--- config.mk ---
export PLATFORM = sky130hd
export DESIGN_NAME = trimmed_mean_supply_voltage_core_flat
export DESIGN_NICKNAME = d
export VERILOG_FILES = /design/src/rtl/tmsv_pkg.sv /design/src/rtl/tmsv_if.sv /design/src/rtl/trimmed_mean_supply_voltage_core.sv /design/src/flat_wrapper.sv
export VERILOG_INCLUDE_DIRS = /design/src /design/src/rtl
export SDC_FILE = /design/constraint.sdc
export NUM_CORES = 1
export LEC_CHECK = 0
export ABC_AREA = 1
export BUFFER_PORTS_ARGS = -buffer_cell sky130_fd_sc_hd__buf_2
export CAP_MARGIN = 30
export CORE_ASPECT_RATIO = 1.1
export CORE_MARGIN = 1.5
export CORE_UTILIZATION = 35
export CTS_CLUSTER_DIAMETER = 150
export DETAILED_ROUTE_END_ITERATION = 16
export GPL_TIMING_DRIVEN = 0
export PLACE_DENSITY = 0.57
export SKIP_LAST_GASP = 1
export SLEW_MARGIN = 30
export SYNTH_ARGS = -nofsm -noshare
export SYNTH_HDL_FRONTEND = slang
export SYNTH_SLANG_ARGS = --single-unit
--- constraint.sdc ---
create_clock -name i_clk -period 6.7 [get_ports i_clk]
set_clock_uncertainty 0.05 [all_clocks]
set_input_delay 0.335 -clock i_clk [delete_from_list [all_inputs] [get_ports i_clk]]
set_output_delay 0.335 -clock i_clk [all_outputs]
set_load 0.01 [all_outputs]
--- src/rtl/assert_macros.svh ---
// Assertion macros for the RTL of the supply voltage monitor.
`ifndef ASSERT_MACROS_SVH
`define ASSERT_MACROS_SVH

`ifndef SYNTH
// Checked on every clock edge outside reset.
`define TMSV_ASSERT(lbl, prop) \
    lbl: assert property (@(posedge i_clk) disable iff (!i_rst_n) prop) \
        else $error("tmsv assertion failed");
// Checked on every clock edge, reset included.
`define TMSV_ASSERT_ALWAYS(lbl, prop) \
    lbl: assert property (@(posedge i_clk) prop) \
        else $error("tmsv assertion failed");
`else
`define TMSV_ASSERT(lbl, prop)
`define TMSV_ASSERT_ALWAYS(lbl, prop)
`endif

`endif

--- src/rtl/tmsv_pkg.sv ---
// Constants of the trimmed-mean supply voltage monitor.
package tmsv_pkg;

    localparam int SAMPLES     = 20;
    localparam int SAMPLE_BITS = 12;
    localparam int SCALE_BITS  = 20;
    localparam int VOLT_BITS   = 8;

    localparam logic [SCALE_BITS-1:0] SCALE_RESET = SCALE_BITS'(50176);

    // block sum never exceeds SAMPLES full-scale conversions
    localparam int SUM_BITS   = $clog2(SAMPLES * ((1 << SAMPLE_BITS) - 1) + 1);
    localparam int COUNT_BITS = $clog2(SAMPLES);
    // the shared divider takes both the trimmed sum and the scale
    localparam int DIV_BITS   = (SUM_BITS > SCALE_BITS) ? SUM_BITS : SCALE_BITS;
    localparam int STEP_BITS  = $clog2(DIV_BITS);
    // remainder and divisor: the mean and SAMPLES-2 both fit a sample
    localparam int REM_BITS   = SAMPLE_BITS;

endpackage

--- src/rtl/tmsv_if.sv ---
// Handshake channels of the supply voltage monitor: samples, results, scale writes.
interface tmsv_sample_if;
    logic                             valid;
    logic                             ready;
    logic [tmsv_pkg::SAMPLE_BITS-1:0] sample;

    modport source (output valid, output sample, input ready);
    modport sink   (input valid, input sample, output ready);
endinterface

interface tmsv_result_if;
    logic                           valid;
    logic                           ready;
    logic [tmsv_pkg::VOLT_BITS-1:0] voltage_tenths;
    logic                           saturated;
    logic                           zero_mean_error;

    modport source (output valid, output voltage_tenths, output saturated,
                    output zero_mean_error, input ready);
    modport sink   (input valid, input voltage_tenths, input saturated,
                    input zero_mean_error, output ready);
endinterface

interface tmsv_cfg_if;
    logic                            valid;
    logic                            ready;
    logic [tmsv_pkg::SCALE_BITS-1:0] data;

    modport source (output valid, output data, input ready);
    modport sink   (input valid, input data, output ready);
endinterface

--- src/rtl/trimmed_mean_supply_voltage_core.sv ---
// Trimmed-mean supply voltage monitor: block accumulator and bit-serial divider.
//
//  channel    dir  beat contents
//  i_sample   in   sample (12 bit conversion of the internal reference)
//  o_result   out  voltage_tenths, saturated, zero_mean_error
//  i_cfg      in   data: reference_scale (20 bit)
//
// Samples are taken one per cycle until a block of SAMPLES is complete.
// The last beat of a block starts the result: S_TRIM trims the sum, S_DIV1
// forms the mean, S_MEAN checks it, S_DIV2 divides scale by mean (skipped
// for a zero mean) and S_FIN saturates, both divisions on one shift divider.
// i_sample.ready is low during all of this and while a finished result waits
// behind a stalled o_result beat; scale writes are always taken.
// Reset clears the block and restores the reset scale.
`include "assert_macros.svh"

module trimmed_mean_supply_voltage_core (
    input  logic           i_clk,
    input  logic           i_rst_n,
    tmsv_sample_if.sink    i_sample,
    tmsv_result_if.source  o_result,
    tmsv_cfg_if.sink       i_cfg
);
    import tmsv_pkg::*;

    typedef enum logic [2:0] {
        S_ACC,
        S_TRIM,
        S_DIV1,
        S_MEAN,
        S_DIV2,
        S_FIN
    } t_state;

    t_state                 r_state,  n_state;
    logic [SCALE_BITS-1:0]  r_scale,  n_scale;
    logic [SUM_BITS-1:0]    r_sum,    n_sum;
    logic [SAMPLE_BITS-1:0] r_min,    n_min;
    logic [SAMPLE_BITS-1:0] r_max,    n_max;
    logic [COUNT_BITS-1:0]  r_count,  n_count;
    logic [DIV_BITS-1:0]    r_quo,    n_quo;
    logic [REM_BITS-1:0]    r_rem,    n_rem;
    logic [REM_BITS-1:0]    r_div,    n_div;
    logic [STEP_BITS-1:0]   r_step,   n_step;
    logic                   r_zero,   n_zero;
    logic                   r_ovalid, n_ovalid;
    logic [VOLT_BITS-1:0]   r_volt,   n_volt;
    logic                   r_sat,    n_sat;
    logic                   r_zerr,   n_zerr;

    logic                   s_accept;
    logic [REM_BITS:0]      s_rem_sh;
    logic                   s_ge;
    logic [REM_BITS:0]      s_rem_sub;
    logic                   s_step_last;
    logic                   s_out_free;

    assign i_sample.ready = (r_state == S_ACC);
    assign i_cfg.ready    = 1'b1;
    assign s_accept       = i_sample.valid && (r_state == S_ACC);
    assign s_out_free     = !r_ovalid || o_result.ready;

    // one restoring division step per cycle
    assign s_rem_sh    = {r_rem, r_quo[DIV_BITS-1]};
    assign s_ge        = (s_rem_sh >= {1'b0, r_div});
    assign s_rem_sub   = s_rem_sh - {1'b0, r_div};
    assign s_step_last = (r_step == STEP_BITS'(DIV_BITS - 1));

    always_comb begin
        n_state  = r_state;
        n_scale  = r_scale;
        n_sum    = r_sum;
        n_min    = r_min;
        n_max    = r_max;
        n_count  = r_count;
        n_quo    = r_quo;
        n_rem    = r_rem;
        n_div    = r_div;
        n_step   = r_step;
        n_zero   = r_zero;
        n_ovalid = r_ovalid;
        n_volt   = r_volt;
        n_sat    = r_sat;
        n_zerr   = r_zerr;

        if (i_cfg.valid) begin
            n_scale = i_cfg.data;
        end
        if (r_ovalid && o_result.ready) begin
            n_ovalid = 1'b0;
        end

        unique case (r_state)
            S_ACC: begin
                if (s_accept) begin
                    n_sum = r_sum + SUM_BITS'(i_sample.sample);
                    if (i_sample.sample < r_min) begin
                        n_min = i_sample.sample;
                    end
                    if (i_sample.sample > r_max) begin
                        n_max = i_sample.sample;
                    end
                    if (r_count == COUNT_BITS'(SAMPLES - 1)) begin
                        n_count = '0;
                        n_state = S_TRIM;
                    end else begin
                        n_count = r_count + 1'b1;
                    end
                end
            end
            S_TRIM: begin
                n_quo   = DIV_BITS'(r_sum - SUM_BITS'(r_min) - SUM_BITS'(r_max));
                n_div   = REM_BITS'(SAMPLES - 2);
                n_rem   = '0;
                n_step  = '0;
                n_sum   = '0;
                n_min   = '1;
                n_max   = '0;
                n_state = S_DIV1;
            end
            S_DIV1, S_DIV2: begin
                n_quo  = {r_quo[DIV_BITS-2:0], s_ge};
                n_rem  = s_ge ? s_rem_sub[REM_BITS-1:0] : s_rem_sh[REM_BITS-1:0];
                n_step = r_step + 1'b1;
                if (s_step_last) begin
                    n_state = (r_state == S_DIV1) ? S_MEAN : S_FIN;
                end
            end
            S_MEAN: begin
                n_zero = (r_quo == '0);
                n_div  = r_quo[REM_BITS-1:0];
                n_quo  = DIV_BITS'(r_scale);
                n_rem  = '0;
                n_step = '0;
                n_state = (r_quo == '0) ? S_FIN : S_DIV2;
            end
            S_FIN: begin
                if (s_out_free) begin
                    n_ovalid = 1'b1;
                    n_zerr   = r_zero;
                    if (r_zero) begin
                        n_volt = '1;
                        n_sat  = 1'b0;
                    end else if (r_quo[DIV_BITS-1:VOLT_BITS] != '0) begin
                        n_volt = '1;
                        n_sat  = 1'b1;
                    end else begin
                        n_volt = r_quo[VOLT_BITS-1:0];
                        n_sat  = 1'b0;
                    end
                    n_state = S_ACC;
                end
            end
            default: n_state = S_ACC;
        endcase
    end

    always_ff @(posedge i_clk) begin
        if (!i_rst_n) begin
            r_state  <= S_ACC;
            r_scale  <= SCALE_RESET;
            r_sum    <= '0;
            r_min    <= '1;
            r_max    <= '0;
            r_count  <= '0;
            r_step   <= '0;
            r_zero   <= 1'b0;
            r_ovalid <= 1'b0;
        end else begin
            r_state  <= n_state;
            r_scale  <= n_scale;
            r_sum    <= n_sum;
            r_min    <= n_min;
            r_max    <= n_max;
            r_count  <= n_count;
            r_step   <= n_step;
            r_zero   <= n_zero;
            r_ovalid <= n_ovalid;
        end
        r_quo  <= n_quo;
        r_rem  <= n_rem;
        r_div  <= n_div;
        r_volt <= n_volt;
        r_sat  <= n_sat;
        r_zerr <= n_zerr;
    end

    assign o_result.valid           = r_ovalid;
    assign o_result.voltage_tenths  = r_volt;
    assign o_result.saturated       = r_sat;
    assign o_result.zero_mean_error = r_zerr;

    `TMSV_ASSERT(a_result_from_fin, $rose(r_ovalid) |-> $past(r_state == S_FIN))
    `TMSV_ASSERT(a_zero_clamps, r_ovalid && r_zerr |-> (r_volt == '1) && !r_sat)
    `TMSV_ASSERT(a_sat_clamps, r_ovalid && r_sat |-> (r_volt == '1) && !r_zerr)
    `TMSV_ASSERT(a_min_le_max, (r_state == S_ACC) && (r_count != '0) |-> r_min <= r_max)
    `TMSV_ASSERT(a_idle_count, (r_state != S_ACC) |-> (r_count == '0))

endmodule
--- src/flat_wrapper.sv ---
// flat-port wrapper written by rule: the top's interface ports become plain ports
module trimmed_mean_supply_voltage_core_flat import tmsv_pkg::*;
  (i_clk, i_rst_n, i_sample_valid, i_sample_sample, i_sample_ready, o_result_valid, o_result_voltage_tenths, o_result_saturated, o_result_zero_mean_error, o_result_ready, i_cfg_valid, i_cfg_data, i_cfg_ready);
  tmsv_sample_if i_sample_i ();
  tmsv_result_if o_result_i ();
  tmsv_cfg_if i_cfg_i ();
  input  logic i_clk;
  input  logic i_rst_n;
  input wire logic [$bits(i_sample_i.valid)-1:0] i_sample_valid;
  input wire logic [$bits(i_sample_i.sample)-1:0] i_sample_sample;
  output wire logic [$bits(i_sample_i.ready)-1:0] i_sample_ready;
  output wire logic [$bits(o_result_i.valid)-1:0] o_result_valid;
  output wire logic [$bits(o_result_i.voltage_tenths)-1:0] o_result_voltage_tenths;
  output wire logic [$bits(o_result_i.saturated)-1:0] o_result_saturated;
  output wire logic [$bits(o_result_i.zero_mean_error)-1:0] o_result_zero_mean_error;
  input wire logic [$bits(o_result_i.ready)-1:0] o_result_ready;
  input wire logic [$bits(i_cfg_i.valid)-1:0] i_cfg_valid;
  input wire logic [$bits(i_cfg_i.data)-1:0] i_cfg_data;
  output wire logic [$bits(i_cfg_i.ready)-1:0] i_cfg_ready;
  assign i_sample_i.valid = i_sample_valid;
  assign i_sample_i.sample = i_sample_sample;
  assign i_sample_ready = i_sample_i.ready;
  assign o_result_valid = o_result_i.valid;
  assign o_result_voltage_tenths = o_result_i.voltage_tenths;
  assign o_result_saturated = o_result_i.saturated;
  assign o_result_zero_mean_error = o_result_i.zero_mean_error;
  assign o_result_i.ready = o_result_ready;
  assign i_cfg_i.valid = i_cfg_valid;
  assign i_cfg_i.data = i_cfg_data;
  assign i_cfg_ready = i_cfg_i.ready;
  trimmed_mean_supply_voltage_core u_core (.i_clk(i_clk), .i_rst_n(i_rst_n), .i_sample(i_sample_i), .o_result(o_result_i), .i_cfg(i_cfg_i));
endmodule
* After elaboration in Yosys (flattened, before gate mapping) *
Cells that the tools add are included.
W data, S select, Z words.

cells by class
  add/subtract/negate cells = 6
  order comparisons = 3
  equal/unequal tests = 13
  multiplexer cells = 25
  reduce and logical (&&, ||, !) cells = 20

operator list
  cell                   count
  $pmux W12 S2           4
  $mux W12               5
  $pmux W20 S3           1
  $pmux W17 S2           1
  $logic_not A20 Y1      1
  $sub A20 B12 Y20       1
  $sub A17 B12 Y18       1
  $add A17 B12 Y17       1
  $mux W17               1
  $mux W3                5
  $pmux W3 S5            1
  $ge A13 B12 Y1         1
  $gt A12 B12 Y1         1
  $lt A12 B12 Y1         1
  $ne A2 B1 Y1 const B   6
  $reduce_bool A12 Y1    1
  $sub A12 B12 Y12       1
  $add A5 B1 Y5 const B  2
  $eq A5 B5 Y1 const B   2
  $pmux W5 S2            1
  $eq A3 B2 Y1 const B   2
  $eq A3 B3 Y1 const B   2
  $reduce_and A2 Y1      3
  $reduce_and A3 Y1      2
  other kinds (11)       20

word-level totals
  flip-flop bits (word level) = 130
  input bits = 37
  output and inout port bits = 13
  logic and storage cells = 82

* Logic depth before layout (Yosys ltp) *
Gate-level depths: netlist of the first run.

  word-level depth = 4
  mapped depth = 23
  depth with buffers taken out = 23

* Least setup slack after synthesis of the first run *
OpenSTA, ideal clock, no wires.

  path type = reg2reg
  start point = register u_core.r_sum[0]
  end point = register u_core.r_quo[17] (data pin)
  library setup time = 257 ps
  arrival = 2588 ps
  required time = 6393 ps
  path slack = 3805 ps
  stages on the path, launching flop included = 24
  path buffers = 0
  period minus slack after synthesis = 2895 ps
  cell sequence = dfxtp_1 > inv_1 > ha_1 > inv_1 > fa_1 > nand2_1 > nand2_1 > nand3b_1 > nand2_2 > xor2_1 > ha_1 > nand2_1 > nor2_1 > nand2_1 > nand2_1 > nand2_1 > nand2_1 > nand2_1 > nor2_1 > nor2_2 > nand2_1 > nand2_1 > nand2_1 > nand2_1

on the way
  cells in the longest elaborated chain, start to end = 3

ends and longest elaborated chain
  item                        line                                     text
  start, declared             trimmed_mean_supply_voltage_core.sv:37   logic [SUM_BITS-1:0] r_sum, n_sum;
  start signal, assigned      trimmed_mean_supply_voltage_core.sv:172  r_sum <= n_sum;
  $sub A17 B12 Y18            trimmed_mean_supply_voltage_core.sv:112  n_quo = DIV_BITS'(r_sum - SUM_BITS'(r_min) - SUM_BITS'(r_max));
  $sub A20 B12 Y20            trimmed_mean_supply_voltage_core.sv:112
  $pmux W20 S3                trimmed_mean_supply_voltage_core.sv:93   unique case (r_state)
  named net u_core.n_quo[17]  trimmed_mean_supply_voltage_core.sv:41   logic [DIV_BITS-1:0] r_quo, n_quo;
  end signal, assigned        trimmed_mean_supply_voltage_core.sv:180  r_quo <= n_quo;
  end, declared               trimmed_mean_supply_voltage_core.sv:41

The timed path passes the listed nets, and every way through them passes these cells.
A chain may end at the register's enable or synchronous reset.

* Worst setup path in the final report of the first run *
Same ends and word-level chain as after synthesis.

==> metrics.md, run 1 <==
| Metric | Value |
|---|---|
| RSZ-0062 raised after global routing | `false` |
| Final min period | `3.384 ns` |
| Drc violations | `0` |
| Cells along the critical path | `inv_1 > ha_1 > inv_1 > fa_1 > nand2_1 > nand2_1 > nand3b_1 > nand2_2 > xor2_1 > ha_1 > nand2_1 > nor2_1 > nand2_1 > nand2_1 > nand2_1 > nand2_1 > nand2_1 > nor2_1 > nor2_2 > nand2_1 > nand2_1 > nand2_1 > nand2_1` |
| Cell family with most CP delay | `simple AND/OR/NAND/NOR gates` |
| WL/cell | `14.27 µm` |
| Critical Path RT | `6.83 ns` |
| Clock Pin Slew Worst Setup and Hold Paths | `0.07 ns` |
| Post-synthesis net count | `1278` |
| Layout cells sized above 1 | `14.14%` |
| Critical path buffer and inverter count | `2` |
| DR iter-0 viols | `411` |
| Leak Pwr | `4.621 nW` |
| Register bit total from synthesis | `130` |
| First-pass GRT wire length | `36.28 mm` |
| Area growth syn-to-layout | `14.07%` |
| Routability cong. | `0.8673` |
| Initial antenna violation count | `0` |
| R2R cell count | `23` |
| Crit path DAT | `3.51 ns` |
| Total Wirelength | `22.19 mm` |
| Synth cell count leaders | `nand2_1 (269), inv_1 (133), nor2_1 (115)` |
| Initial Util | `35.60%` |
| Filler cell count | `2569` |
| Postcts setup bufs | `0` |
| Tightest Pin Transition | `0.8811 ns` |
| Part of the power in registers | `25.6%` |
| Post-synth top flop | `dfxtp_1` |
| Synth Instances | `1164` |
| # hold bufs at CTS | `0` |
| Crit path largest cell delay | `0.43 ns` |
| Final setup viols | `0` |
| FMAX | `295.5 MHz` |
| PortBufs | `48` |
| GRT Total Usage | `17.68%` |
| Synth warn | `0` |
| Via count | `7557` |
| Int Power | `2.841 mW` |
| R2r setup slk | `3.32 ns` |
| Worst setup path start | `u_core.r_sum[0]$_SDFFE_PN0P_` |
| Cell area after synthesis | `0.008712 mm²` |
| GRT Residual Overflow | `0` |
| CTS Sinks | `130` |
| Fin. Hold Viols | `0` |
| Tcrit/Tclk final | `50.51%` |
| CTS tree | `done` |
| Antenna Nets Post-Route | `0` |
| Fin util | `40.61%` |
| Pwr dens | `538.8 mW/mm²` |
| Setup crit start kind | `register` |
| # nets final | `1346` |
| Clk pwr share | `17.3%` |
| Cell variety after synth | `50` |
| Syn avg cell area | `7.485 µm²` |
| Total net switching power | `2.513 mW` |
| Num CTS Buffers | `17` |
| Crit Path Class | `reg -> reg` |
| Slew margin rel. | `41.20%` |
| Count leader, synth | `nand2_1` |
| Worst-skew pair later-pin latency | `0.44 ns` |
| Met2 Track Usage GR | `32.04%` |
| CP Max Fanout | `4` |
| Number of diodes | `0` |
| Core Rows | `60` |
| Sequential area share after synthesis | `36.08%` |
| Clock root buffer | `clkbuf_16` |
| Max cap viols | `0` |
| GRT busiest layer | `met2` |
| TritonRoute pass-1 iters | `5` |
| DP HPWL | `17.65 mm` |
| M3 GR Usage | `2.432%` |
| Area contributors post-synth | `edfxtp_1 (19%), dfxtp_1 (17%), nand2_1 (12%), ha_1 (10%), inv_1 (5.7%)` |
| Critical path's slowest cell | `fa_1` |
| Yosys top cell area share | `18.61%` |
| Crit path capture type | `register` |
| Total core area | `0.02447 mm²` |
| Post-synth EDFFs | `54` |
| Reg2Reg Launch Point | `u_core.r_sum[0]$_SDFFE_PN0P_` |
| H-tree depth | `4` |
| Min-Delay Path Class | `in -> reg` |
| Longest Clk Path Bufs | `2` |
| I/O pins | `50` |
| Slew Limit Fails | `0` |
| Synth async-reset ratio | `0%` |
| Via-to-Cell Ratio | `4.860` |
| Width of the die | `153.4 µm` |
| Switching Fraction | `46.94%` |
| Worst R2R End | `u_core.r_quo[17]$_DFFE_PP_` |
| Top cell by count, worst path | `nand2_1` |
| Top cell type by total area after synthesis | `edfxtp_1` |
| Total negative slack | `0 ns` |
| # resized after CTS | `0` |
| Die Y | `168.5 µm` |
| Vias in the first global route | `7272` |
| Die Area | `0.02585 mm²` |
| Max VDD drop | `0.2335 mV` |
| Stages on the worst setup path | `23` |
| Worst Setup EP | `u_core.r_quo[17]$_DFFE_PP_` |
| GRT met1 Usage | `21.99%` |
| Comb power frac | `57.2%` |
| Status | `finished clean` |
| Largest net degree at the start of global routing | `33` |
-- how the worst min path moves through the flow --
stage | start | to | slack (ns) | cells past startpoint
floorplan | u_core.r_scale[10]$_SDFFE_PN1P_ | u_core.r_scale[10]$_SDFFE_PN1P_ | 0.38 | 2
global placement | u_core.r_min[7]$_SDFFE_PN1P_ | u_core.r_min[7]$_SDFFE_PN1P_ | 0.41 | 2
detailed placement | u_core.r_min[5]$_SDFFE_PN1P_ | u_core.r_min[5]$_SDFFE_PN1P_ | 0.41 | 2
CTS | i_cfg_data[15] | u_core.r_scale[15]$_SDFFE_PN1P_ | 0.06 | 3
global route | i_cfg_data[15] | u_core.r_scale[15]$_SDFFE_PN1P_ | 0.09 | 3
finish | i_cfg_data[10] | u_core.r_scale[10]$_SDFFE_PN1P_ | 0.07 | 3
-- through the flow --
| step | power [mW] | hold slack [ns] | std cells | setup slack [ns] | area [µm²] |
|---|---|---|---|---|---|
| 2_1_floorplan | 3.756 | 0.3796 | 1164 | 3.805 | 8712 |
| 3_3_place_gp | 4.416 | 0.4061 | 1522 | 3.399 | 9340 |
| 3_5_place_dp | 4.450 | 0.4060 | 1523 | 3.357 | 9351 |
| 4_1_cts | 5.394 | 0.06001 | 1555 | 3.328 | 9938 |
| 5_1_grt | 5.892 | 0.08539 | 1555 | 3.033 | 9938 |
| 6_report | 5.355 | 0.07044 | 1555 | 3.316 | 9938 |
-- worst min-delay path: stages --
cell and delay, ns:
buf_2 0.08, nand2_1 0.04, nand3_1 0.06
-- flip-flops by register name, summed over array words and instances, names as in the netlist --
| name | flops |
|---|---|
| u_core.o_result.saturated | 1 |
| u_core.r_rem | 12 |
| u_core.r_count | 5 |
| u_core.r_sum | 17 |
| u_core.r_zero | 1 |
| u_core.r_min | 12 |
| u_core.r_max | 12 |
| u_core.o_result.voltage_tenths | 8 |
| u_core.r_quo | 20 |
| u_core.r_step | 5 |
| u_core.o_result.zero_mean_error | 1 |
| u_core.r_div | 12 |
| u_core.r_scale | 20 |
| u_core.r_state | 3 |
| u_core.o_result.valid | 1 |
-- cell families (layout without fill, tap and decap cells) --
| logic type | after synthesis | after routing | synth area share, % |
|---|---|---|---|
| fa+ha+maj | 77 | 77 | 11.40 |
| other cells | 1 | 1 | 0.04304 |
| compound gates | 218 | 218 | 14.32 |
| flops | 130 | 130 | 36.08 |
| simple gates | 529 | 529 | 27.16 |
| buf+inv | 184 | 265 | 8.488 |
| xor+xnor | 25 | 25 | 2.513 |
-- cell type report --
type	instances	area [µm²]	share of cell area (%)
flip-flops and latches	130	3143	31.63
well taps	310	387.9	3.903
repair buffers	49	245.2	2.468
clock inverters	15	161.4	1.624
multi-input cells	850	4836	48.66
clock buffers	17	425.4	4.280
plain buffers	33	172.7	1.737
inverters	151	566.8	5.703
-- routing by layer --
layer	share of wire (%)	vias up	wire length, µm
li1	-	4007	-
met1	46	3431	10320
met2	50	101	11060
met3	2.6	18	573
met4	1.1	0	242
met5	0	-	0
-- power groups by stage --
stage / sequential (mW) / combinational, mW / clock (mW)
after floorplan: 1.34 / 2.42 / 0
after global placement: 1.38 / 3.03 / 0
after detailed placement: 1.38 / 3.07 / 0
after CTS: 1.37 / 3.09 / 0.936
after global routing: 1.40 / 3.53 / 0.964
final: 1.37 / 3.06 / 0.926
-- cell usage in the layout, fill, tap and decap left out, types with 19 or more instances in the layout --
cell type  synthesis  final
nand2_1          269    269
inv_1            133    132
nor2_1           115    115
a21oi_1           99     99
dfxtp_1           76     76
ha_1              73     73
buf_2             12     61
nand3_1           60     60
edfxtp_1          54     54
o21ai_0           42     42
a22oi_1           19     19
Power figures use the tool's default switching activity.
==> inputs of run 2 (changes only) <==
Settings changed: PLACE_DENSITY 0.57 to 0.58.
Clock period 6.7 ns to 3.1 ns, I/O delays scaled along.
==> metrics.md, run 2 (synthesis gave the netlist of run 1 again) <==
| Metric | Value |
|---|---|
| Slew Limit Fails | `0 (unchanged)` |
| Critical Path RT | `3.24 ns (-3.59 ns)` |
| Die Y | `168.5 µm (unchanged)` |
| Filler cell count | `2528 (-1.6%)` |
| Max VDD drop | `0.5291 mV (+130%)` |
| Final Power | `12.54 mW (+130%)` |
| TritonRoute pass-1 iters | `4 (-1)` |
| I/O pins | `50 (unchanged)` |
| Max cap viols | `0 (unchanged)` |
| Via count | `7851 (+3.9%)` |
| Tightest Pin Transition | `0.8511 ns (-0.03003 ns)` |
| Antenna Nets Post-Route | `0 (unchanged)` |
| Via-to-Cell Ratio | `4.916 (+1.2%)` |
| # nets final | `1388 (+3.1%)` |
| Crit Path Class | `reg -> reg` |
| Pwr dens | `1184 mW/mm² (+120%)` |
| Vias in the first global route | `7767 (+6.8%)` |
| Die Area | `0.02585 mm² (unchanged)` |
| PortBufs | `48 (unchanged)` |
| Num CTS Buffers | `17 (unchanged)` |
| Routability cong. | `0.9070 (+4.6%)` |
| Final setup viols | `0 (unchanged)` |
| Area growth syn-to-layout | `21.53%` |
| Worst-skew pair later-pin latency | `0.44 ns (about the same)` |
| Initial antenna violation count | `0 (unchanged)` |
| Crit path capture type | `register` |
| Commonest non-fill, non-tap cell in the layout | `nand2_1` |
| Width of the die | `153.4 µm (unchanged)` |
| Setup crit start kind | `register` |
| Total Wirelength | `22.94 mm (+3.4%)` |
| Design area | `0.01059 mm² (+6.5%)` |
| Clock root buffer | `clkbuf_16` |
| Largest registers | `u_core.r_quo x20, u_core.r_scale x20, u_core.r_sum x17` |
| Min-Delay Path Class | `in -> reg` |
| Clock Pin Slew Worst Setup and Hold Paths | `0.07 ns (about the same)` |
| Leak Pwr | `4.844 nW (+4.8%)` |
| Longest Clk Path Bufs | `2 (unchanged)` |
| Status | `finished clean` |
| CTS tree | `done` |
| Slew margin rel. | `43.20% (+2.0 points)` |
| H-tree depth | `4 (unchanged)` |
| Largest net degree at the start of global routing | `33 (unchanged)` |
| First-pass GRT wire length | `37.46 mm (+3.3%)` |
| FMAX | `325.2 MHz (+10%)` |
| Initial Util | `35.60% (unchanged)` |
| DR iter-0 viols | `333 (-19%)` |
| Number of diodes | `0 (unchanged)` |
| Layout cells sized above 1 | `18.34% (+4.2 points)` |
| GRT Total Usage | `18.20% (+0.52 points)` |
| Placed Area | `0.009351 mm² (unchanged)` |
| Total core area | `0.02447 mm² (unchanged)` |
| Commonest non-fill, non-tap cells in the layout | `nand2_1 (255), inv_1 (130), nor2_1 (109)` |
| CP Max Fanout | `4 (unchanged)` |
| DP HPWL | `17.67 mm (+0.10%)` |
| CTS Sinks | `130 (unchanged)` |
| RSZ-0062 raised after global routing | `true` |
| Tcrit/Tclk final | `99.19% (+49 points)` |
| WL/cell | `14.37 µm (+0.67%)` |
| GRT Residual Overflow | `0 (unchanged)` |
| Drc violations | `0 (unchanged)` |
| Crit path DAT | `3.21 ns (-0.30 ns)` |
| Core Rows | `60 (unchanged)` |
| Fin. Hold Viols | `0 (unchanged)` |
| Final min period | `3.075 ns (-0.3095 ns)` |
==> run 2: changes by cell type in the layout (fill, tap and decap cells not counted), moves of 5 or more <==
cell,before,now
nor2_1,115,109
dlygate4sd3_1,0,30
a21oi_2,2,7
buf_4,7,19
nand2_1,269,255
nand3_1,60,55
nor2_2,7,12
dfxtp_1,76,71
nand2_2,18,32
a21oi_1,99,94
ha_1,73,66
dfxtp_2,0,5
==> run 2: per-layer routing <==
layer,GRT usage [%],routed length (µm)
met5,0,0
met4,7.092,558
met3,2.202,443
met2,33.10,11440
met1,21.89,10500
==> run 2: metrics by stage <==
step / worst slack (ns) / instances / hold slack, ns / util [%] / setup TNS [ns]
after floorplan: 0.2052 / 1164 / 0.2313 / - / 0
after global placement: -0.1626 / 1522 / 0.3269 / 38.16 / -0.6347
after detailed placement: -0.1991 / 1523 / 0.3329 / 38.21 / -0.9394
after CTS: -0.007166 / 1594 / 0.001318 / 42.57 / -0.007166
after global routing: -0.1505 / 1597 / 0.01626 / 43.26 / -0.9392
final: 0.02516 / 1597 / 0.003209 / 43.26 / 0
==> run 2: path summary, 6_finish.rpt <==
path	start	to	slack (ns)	depth (start not counted)
setup / recovery	u_core.r_sum[0]$_SDFFE_PN0P_	u_core.r_quo[15]$_DFFE_PP_	0.03	20
hold / removal	o_result_ready	u_core.r_state[0]$_SDFFE_PN0P_	0.003	4
setup reg to reg	u_core.r_sum[0]$_SDFFE_PN0P_	u_core.r_quo[15]$_DFFE_PP_	0.03	20
hold reg to reg	u_core.r_min[2]$_SDFFE_PN1P_	u_core.r_min[2]$_SDFFE_PN1P_	0.42	2
==> run 2: area by class of cell <==
class,count,area [µm²],area share (%)
Multi-Input combinational cell,850,5039,47.59
Sequential cell,130,3149,29.74
Timing Repair Buffer,91,635.6,6.003
Inverter,151,569.3,5.377
Clock buffer,17,425.4,4.018
Tap cell,310,387.9,3.663
Clock inverter,15,209.0,1.974
Buffer,33,172.7,1.631
==> run 2: critical path: stages (launching register included) <==
cell and delay (ns):
dfxtp_2 0.32, inv_2 0.08, ha_4 0.14, inv_4 0.03, fa_2 0.36, nand2_2 0.08
nand2_2 0.06, nand3b_1 0.09, nand2_2 0.10, a31oi_4 0.20, xnor2_1 0.09, ha_1 0.38
nand2_2 0.08, nor2_2 0.13, nand3_1 0.09, nand4_1 0.17, nand3_2 0.12, nand3_2 0.09
nand2_2 0.05, nand3_2 0.05, nand2_1 0.05
==> run 2: what timing repair did <==
item                       4_1_cts  5_1_grt
hold buffers                    30        0
setup endpoints to repair        9       10
hold endpoints to repair        31        0
gates cloned                     0        0
gates resized for setup         25       35
setup buffers                    9        3
pin swaps                       23       30
==> run 2: report_power, final <==
| part | internal [mW] | switching (mW) |
|---|---|---|
| logic | 2.84 | 4.56 |
| registers | 2.65 | 0.330 |
| clock network | 1.24 | 0.924 |
